## src/rtl/fpe_pkg.sv

```systemverilog
`timescale 1ns / 1ps
// ----------------------------------------------------------------------------
// fpe_pkg: shared types and constants for frustum plane extraction
// Widths, beat structs, datapath command codes and saturation helpers.
// ----------------------------------------------------------------------------
package fpe_pkg;

  // Fixed-point format and derived widths.
  localparam int FRAC_BITS  = 16;
  localparam int DATA_W     = 32;
  localparam int PROD_W     = 2 * DATA_W;
  localparam int SHP_W      = PROD_W - FRAC_BITS;
  localparam int ACC_W      = SHP_W + 2;
  localparam int NUM_W      = DATA_W + FRAC_BITS;
  localparam int ITER_W     = $clog2(NUM_W);
  localparam int ROOT_STEPS = DATA_W;
  localparam int MAT_DEPTH  = 16;
  localparam int ADDR_W     = $clog2(MAT_DEPTH);

  localparam logic [2:0] LAST_PLANE = 3'd5;

  // Input beat: one matrix element write, optionally with a compute request.
  typedef struct packed {
    logic                     matrix_select;
    logic [3:0]               element_index;
    logic signed [DATA_W-1:0] element_value;
    logic                     compute_now;
  } in_item_t;

  // Result beat: one normalized plane.
  typedef struct packed {
    logic [2:0]               plane_index;
    logic signed [DATA_W-1:0] plane_a;
    logic signed [DATA_W-1:0] plane_b;
    logic signed [DATA_W-1:0] plane_c;
    logic signed [DATA_W-1:0] plane_dist;
    logic                     degenerate;
    logic                     last_plane;
  } out_item_t;

  // Datapath operations.
  typedef enum logic [3:0] {
    DP_NOP,
    DP_MAC_MUL,
    DP_MAC_ACC,
    DP_COMP,
    DP_SQ_MUL,
    DP_SQ_ACC,
    DP_ROOT_INIT,
    DP_ROOT_STEP,
    DP_DIV_INIT,
    DP_DIV_STEP,
    DP_DIV_END
  } dp_op_e;

  // Command group from the controller to the datapath.
  typedef struct packed {
    dp_op_e            op;
    logic              load;
    logic [1:0]        sel;
    logic              first;
    logic              last;
    logic              sub;
    logic [ADDR_W-1:0] mv_addr;
    logic [ADDR_W-1:0] pj_addr;
    logic [ADDR_W-1:0] clip_waddr;
    logic [ADDR_W-1:0] clip_raddr_a;
    logic [ADDR_W-1:0] clip_raddr_b;
  } dp_cmd_t;

  // Status group from the datapath to the controller.
  typedef struct packed {
    logic sq_zero;
  } dp_stat_t;

  // Saturate an accumulator sum to 32-bit signed.
  function automatic logic [DATA_W-1:0] sat_acc(input logic [ACC_W-1:0] v);
    logic [ACC_W-DATA_W:0] top;
    top = v[ACC_W-1:DATA_W-1];
    if ((&top) || !(|top)) return v[DATA_W-1:0];
    else if (v[ACC_W-1])   return {1'b1, {(DATA_W-1){1'b0}}};
    else                   return {1'b0, {(DATA_W-1){1'b1}}};
  endfunction

  // Saturate a 33-bit sum or difference to 32-bit signed.
  function automatic logic [DATA_W-1:0] sat_sum(input logic [DATA_W:0] v);
    if (v[DATA_W] == v[DATA_W-1]) return v[DATA_W-1:0];
    else if (v[DATA_W])           return {1'b1, {(DATA_W-1){1'b0}}};
    else                          return {1'b0, {(DATA_W-1){1'b1}}};
  endfunction

  // Planes right, top and far subtract the column from column 3.
  function automatic logic plane_sub(input logic [2:0] p);
    case (p)
      3'd0:    return 1'b1;
      3'd3:    return 1'b1;
      3'd4:    return 1'b1;
      default: return 1'b0;
    endcase
  endfunction

endpackage

```

## src/rtl/fpe_ctrl.sv

```systemverilog
`timescale 1ns / 1ps
// ----------------------------------------------------------------------------
// fpe_ctrl: frustum plane extraction controller
// Sequences the clip product, plane components, root and divisions.
// ----------------------------------------------------------------------------
module fpe_ctrl (
  input  logic              clk_i,
  input  logic              rst_ni,
  input  logic              start,
  input  logic              compute_i,
  input  fpe_pkg::dp_stat_t stat_i,
  output logic              busy,
  output fpe_pkg::dp_cmd_t  cmd_o,
  output logic              valid_o,
  output logic [2:0]        plane_o
);
  import fpe_pkg::*;

  typedef enum logic [3:0] {
    S_IDLE, S_CL_RD, S_CL_MUL, S_CL_ACC, S_PL_RD, S_PL_CMP, S_SQ_MUL, S_SQ_ACC,
    S_RT_INIT, S_RT_STEP, S_DV_INIT, S_DV_STEP, S_DV_END, S_EMIT
  } state_e;

  state_e            state_q;
  logic [3:0]        e_q;
  logic [1:0]        k_q;
  logic [2:0]        p_q;
  logic [ITER_W-1:0] it_q;
  logic              accept;

  assign accept = start && (state_q == S_IDLE);

  // State, counters and the registered result strobe.
  always_ff @(posedge clk_i or negedge rst_ni) begin
    if (!rst_ni) begin
      state_q <= S_IDLE;
      e_q     <= '0;
      k_q     <= '0;
      p_q     <= '0;
      it_q    <= '0;
    end else begin
      case (state_q)
        S_IDLE: begin
          if (accept && compute_i) begin
            state_q <= S_CL_RD;
            e_q     <= '0;
            k_q     <= '0;
          end
        end
        S_CL_RD:  state_q <= S_CL_MUL;
        S_CL_MUL: state_q <= S_CL_ACC;
        S_CL_ACC: begin
          k_q <= k_q + 2'd1;
          if (k_q == 2'd3 && e_q == 4'd15) begin
            state_q <= S_PL_RD;
            p_q     <= '0;
          end else begin
            state_q <= S_CL_RD;
            if (k_q == 2'd3) e_q <= e_q + 4'd1;
          end
        end
        S_PL_RD:  state_q <= S_PL_CMP;
        S_PL_CMP: begin
          k_q     <= k_q + 2'd1;
          state_q <= (k_q == 2'd3) ? S_SQ_MUL : S_PL_RD;
        end
        S_SQ_MUL: state_q <= S_SQ_ACC;
        S_SQ_ACC: begin
          if (k_q == 2'd2) begin
            k_q     <= '0;
            state_q <= S_RT_INIT;
          end else begin
            k_q     <= k_q + 2'd1;
            state_q <= S_SQ_MUL;
          end
        end
        S_RT_INIT: begin
          it_q    <= '0;
          state_q <= S_RT_STEP;
        end
        S_RT_STEP: begin
          it_q <= it_q + ITER_W'(1);
          if (it_q == ITER_W'(ROOT_STEPS - 1)) begin
            state_q <= stat_i.sq_zero ? S_EMIT : S_DV_INIT;
          end
        end
        S_DV_INIT: begin
          it_q    <= '0;
          state_q <= S_DV_STEP;
        end
        S_DV_STEP: begin
          it_q <= it_q + ITER_W'(1);
          if (it_q == ITER_W'(NUM_W - 1)) state_q <= S_DV_END;
        end
        S_DV_END: begin
          k_q     <= k_q + 2'd1;
          state_q <= (k_q == 2'd3) ? S_EMIT : S_DV_INIT;
        end
        S_EMIT: begin
          k_q <= '0;
          if (p_q == LAST_PLANE) begin
            state_q <= S_IDLE;
          end else begin
            p_q     <= p_q + 3'd1;
            state_q <= S_PL_RD;
          end
        end
        default: state_q <= S_IDLE;
      endcase
    end
  end

  // Command decode from state and counters.
  always_comb begin
    cmd_o              = '0;
    cmd_o.op           = DP_NOP;
    cmd_o.load         = accept;
    cmd_o.sel          = k_q;
    cmd_o.first        = (k_q == 2'd0);
    cmd_o.last         = (k_q == 2'd3);
    cmd_o.sub          = plane_sub(p_q);
    cmd_o.mv_addr      = {e_q[3:2], k_q};
    cmd_o.pj_addr      = {k_q, e_q[1:0]};
    cmd_o.clip_waddr   = e_q;
    cmd_o.clip_raddr_a = {k_q, 2'd3};
    cmd_o.clip_raddr_b = {k_q, p_q[2:1]};
    case (state_q)
      S_CL_MUL:  cmd_o.op = DP_MAC_MUL;
      S_CL_ACC:  cmd_o.op = DP_MAC_ACC;
      S_PL_CMP:  cmd_o.op = DP_COMP;
      S_SQ_MUL:  cmd_o.op = DP_SQ_MUL;
      S_SQ_ACC:  cmd_o.op = DP_SQ_ACC;
      S_RT_INIT: cmd_o.op = DP_ROOT_INIT;
      S_RT_STEP: cmd_o.op = DP_ROOT_STEP;
      S_DV_INIT: cmd_o.op = DP_DIV_INIT;
      S_DV_STEP: cmd_o.op = DP_DIV_STEP;
      S_DV_END:  cmd_o.op = DP_DIV_END;
      default:   cmd_o.op = DP_NOP;
    endcase
  end

  assign busy    = (state_q != S_IDLE);
  assign valid_o = (state_q == S_EMIT);
  assign plane_o = p_q;

  // The strobe lasts one cycle.
  a_strobe_single: assert property (@(posedge clk_i) disable iff (!rst_ni)
    valid_o |=> !valid_o) else $error("result strobe held two cycles");

  // The sixth plane ends the run.
  a_last_idle: assert property (@(posedge clk_i) disable iff (!rst_ni)
    (valid_o && p_q == LAST_PLANE) |=> !busy) else $error("run did not end");

  // A compute request makes the block busy.
  a_busy_after: assert property (@(posedge clk_i) disable iff (!rst_ni)
    (accept && compute_i) |=> busy) else $error("compute request dropped");

  // Root iteration stays in range.
  a_root_iter: assert property (@(posedge clk_i) disable iff (!rst_ni)
    (state_q == S_RT_STEP) |-> (it_q < ITER_W'(ROOT_STEPS)))
    else $error("root iteration overrun");

endmodule

```

## config.mk

```make
export PLATFORM = sky130hd
export DESIGN_NAME = fpe_ctrl
export DESIGN_NICKNAME = d
export VERILOG_FILES = /design/src/rtl/fpe_pkg.sv /design/src/rtl/fpe_ctrl.sv
export SDC_FILE = /design/constraint.sdc
export NUM_CORES = 1
export LEC_CHECK = 0
export ABC_AREA = 0
export CAP_MARGIN = 20
export CORE_MARGIN = 2
export CORE_UTILIZATION = 45
export CTS_CLUSTER_SIZE = 20
export DETAILED_ROUTE_END_ITERATION = 8
export DONT_BUFFER_PORTS = 1
export HOLD_SLACK_MARGIN = 0.12
export SYNTH_ARGS = -nofsm -noshare
export SYNTH_HDL_FRONTEND = slang
export SYNTH_SLANG_ARGS = --single-unit
```

## constraint.sdc

```tcl
create_clock -name clk_i -period 4.3 [get_ports clk_i]
set_input_delay 0.645 -clock clk_i [delete_from_list [all_inputs] [get_ports clk_i]]
set_output_delay 0.645 -clock clk_i [all_outputs]
set_load 0.005 [all_outputs]
```

After elaboration in Yosys (flattened, before gate mapping)
Memories as Yosys holds them, arrays and structs flattened.
Index checks and enable logic that the tools add are counted.
Storage, ports and cells
  bits in registers: 19
  ROM bits: 64
  input bits: 5
  word-level logic and storage cells: 79
  memories kept: 1
Memories
  (name not given): words 16, bits a word 4, rd ports 1, clocked after memory_dff 0, write ports 0, line fpe_ctrl.sv:127  | case (state_q)
Operators by class
  add/subtract/negate cells: 4
  eq/ne operators: 28
  mux-type cells: 22
  reduce and logical (&&, ||, !) cells: 19
Operator list (number)
  $pmux W4 S14: 1
  $eq A4 B4 Y1 const B: 7
  $mux W4: 7
  $mux W3: 6
  $eq A4 B3 Y1 const B: 4
  $ne A2 B2 Y1 const B: 6
  $pmux W6 S2: 1
  $eq A4 B2 Y1 const B: 2
  $pmux W2 S4: 1
  $pmux W4 S2: 1
  $reduce_bool A4 Y1: 2
  $add A6 B1 Y6 const B: 1
  $eq A3 B3 Y1 const B: 2
  $eq A6 B5 Y1 const B: 1
  $eq A6 B6 Y1 const B: 1
  $mux W2: 3
  $pmux W3 S2: 1
  $reduce_and A3 Y1: 2
  $reduce_bool A2 Y1: 3
  $reduce_or A3 Y1: 2
  $add A4 B1 Y4 const B: 1
  $eq A2 B2 Y1 const B: 2
  $eq A4 B1 Y1 const B: 1
  $logic_not A4 Y1: 1
  11 further kinds: 14

Longest topological paths before layout
  word-level depth: 5
  gate-level depth with buffers: 7

Worst setup path before layout
OpenSTA, ideal clock, no wires.
  kind: flip-flop to output port
  start point: reg state_q[2]
  end point: out cmd_o[26] (netlist bit)
  data arrival time: 1.128 ns
  required time: 3.655 ns
  setup slack: 2.527 ns
  stages on the path, launching flop included: 6
  buffers on the path: 3
  cells stage by stage: dfrtp_1 > buf_4 > buf_6 > nand2b_1 > buf_2 > a31oi_1
RTL lines
  start, declared: line fpe_ctrl.sv:24  | state_e state_q;
  start signal, assigned: line fpe_ctrl.sv:65  | state_q <= (k_q == 2'd3) ? S_SQ_MUL : S_PL_RD;
  start signal, assigned: line fpe_ctrl.sv:84  | state_q <= stat_i.sq_zero ? S_EMIT : S_DV_INIT;
  start signal, assigned: line fpe_ctrl.sv:97  | state_q <= (k_q == 2'd3) ? S_EMIT : S_DV_INIT;
  end, declared: line fpe_ctrl.sv:13  | output fpe_pkg::dp_cmd_t cmd_o,

==> metrics <==
Setup Fix Bufs, Post-CTS=0; Worst Setup End Kind=output pin; CP Max Fanout=26; Pleak=between 0.5 and 0.6 nW; initial DRC count=73; setup TNS=0 ns; largest net degree at the start of global routing=27; Post-Syn Area per Cell=8.60 um^2; wire per inst=14.2 um; placed cells=about 210; drt drc=0; max_slew headroom=about two fifths; DR vias=1197; clock-pin slew on the worst setup and hold paths=0.11 ns; post-synthesis cell count=approximately 190; number of global-route vias before repair=1096; CP Data Arrival Time=~1.8 ns; die height=63.8 um; startpoint types=flip-flop; hpwl dp=between 2 and 2.5 mm; Post-Syn Area=1610 um^2; worst skew pair latency=about 0.3 ns; Clock Sinks=19; Initial Utilization=47.5%; die width=63.8 um; crit path kind=flip-flop to output pin; min cycle time layout=around 2.4 ns; Setup Skew=about 0.0029 ns; async set-reset flop share out of synthesis=100%; HP Class=flip-flop to flip-flop; grt met2 use=25.8%; Tcrit/Tclk final=a little under three fifths; initial antenna violation count=0; worst slew pin tran=0.879 ns; gr ovfl total=0; Num CTS Buffers=3; busiest grt layer=met2; H-tree depth=1; routability-driven placement congestion ratio=0.755; Yosys reg bits=19; max-slew violations=0; Layout area overhead=-7.39%; IO Count=40; core area=approximately 3400 um^2; Power Density=roughly 600 nW/um^2; Routed Wire Length=3.00 mm; Synth cell types=44; worst vdd ir=0.000290 V; share of layout cells above drive strength 1=8.48%; final worst slack=roughly 1.9 ns; diodes inserted=0; top_reg_cell synth=dfrtp_1; port buffer count=0; via/cell ratio=5.67; final antenna-violating net count=0; TritonCTS clock tree=yes; Final setup viols=0; register area share after synthesis=about 30%; global-route wire length before repair=5.13 mm; Max Fclk=approximately 420 MHz; Nets=approximately 180; RSZ-0062 raised after global routing=no; Root Driver=clkbuf_4; Placement Rows=21; DP Worst Slack=between 2 and 2.5 ns; GRT met1 Usage=20.8%; number of hold violations in the final report=0; 1st-pass router iterations=4; status=complete, no violations; final non-filler cell total=around 210; Die Area=4070 um^2; EDFF count, synth=0; routing usage on met3=under 10%; Max Root-Sink Buffers=2; max_cap viols=0; YS warnings=0; Total GRT Usage=15.8%; Worst EP required=3.65 ns
==> state kept, by name, indices dropped and copies added, names as in the netlist <==
register,cells
state_q,4
k_q,2
e_q,4
plane_o,3
it_q,6
==> worst paths after layout <==
| path | from | endpoint | slack (ns) | cells past startpoint |
|---|---|---|---|---|
| max reg2reg | k_q[0] | plane_o[0] | 2.26 | 4 |
| max | state_q[2] | cmd_o[26] | 1.90 | 2 |
| min | it_q[1] | it_q[1] | 0.52 | 2 |
| min reg2reg | it_q[1] | it_q[1] | 0.52 | 2 |
| min in group asynchronous | rst_ni | state_q[3] | 0.90 | 1 |
| max in group asynchronous | rst_ni | state_q[0] | 2.86 | 1 |
==> power by group <==
group | internal, W | switching [W]
registers | 0.000233 | 0.000171
logic | 0.000197 | 0.000200
clock network | 0.0000347 | 0.0000572
total | 0.000465 | 0.000428
==> worst max-delay path, cell delays in order, from the launching register on <==
cell	delay, ns
dfrtp_1	0.86
nand2b_1	0.42
a31oi_1	0.17
==> metrics by stage <==
stage | util [%] | power, W | cell area (um^2) | hold WS [ns]
after global placement | 42.9 | 0.000786 | 1450 | 0.350
after global routing | 44.0 | 0.000986 | 1490 | 0.562
final | 44.0 | 0.000892 | 1490 | 0.520
after CTS | 44.0 | 0.000901 | 1490 | 0.529
after floorplan | - | 0.000816 | 1610 | 0.349
after detailed placement | 42.9 | 0.000799 | 1450 | 0.350
==> cell usage in the layout (no fill, tap or decap), drive strengths merged, types with 2 or more instances in the layout <==
cell     n
mux2     2
nor2     8
nor3     6
a32o     2
nand2   16
nand3    9
a21oi    7
and2     2
nand3b   3
or3b     2
mux2i    3
dfrtp   19
o21ai   19
a31oi    3
ha      10
a21boi   2
a32oi    2
and3     2
nand4    2
inv      9
nand2b   8
o22ai    3
clkbuf   3
nor2b    8
conb     2
==> repair_timing <==
item                                   CTS  global route
resized for setup                        0             0
setup endpoints to repair                0             0
hold buffers                             1             0
endpoints found under the hold margin   19             0
==> per-layer routing <==
layer  part of all wire, %  up-vias
li1                      -      598
met3                   4.2        2
met5                     0        -
met1                    45      561
met2                    50       36
met4                  0.57        0
==> cells in the mapped netlist, types with 6 or more instances <==
master / count / area, um^2
o21ai_1: 12 / 60.1
nor2_1: 8 / 30.0
nor3_1: 6 / 30.0
nand2b_1: 8 / 50.1
dfrtp_1: 19 / 475
nor2b_1: 8 / 50.1
buf_4: 22 / 165
inv_1: 7 / 26.3
a21oi_1: 7 / 35.0
nand2_1: 16 / 60.1
ha_1: 10 / 125
o21ai_0: 7 / 35.0
nand3_1: 9 / 45.0
==> cell families after synthesis <==
| kind of cell | share of synthesized area [%] |
|---|---|
| compound gates | 18.1 |
| mux | 3.27 |
| other cells | 0.233 |
| simple gates | 24.9 |
| flops | 29.5 |
| xor+xnor | 0.544 |
| buf+inv | 15.6 |
| fa+ha+maj | 7.78 |
==> cell type report <==
| type | instances | area [um^2] |
|---|---|---|
| fill | 339 | 1900 |
| clock buffer | 3 | 22.5 |
| timing repair buffer | 1 | 10.0 |
| tap | 46 | 57.6 |
| inverter | 9 | 33.8 |
| sequential | 19 | 475 |
| multi-input combinational | 132 | 886 |
| clock inverter | 1 | 5.00 |
Note: power is estimated with default switching activity, not from simulation.
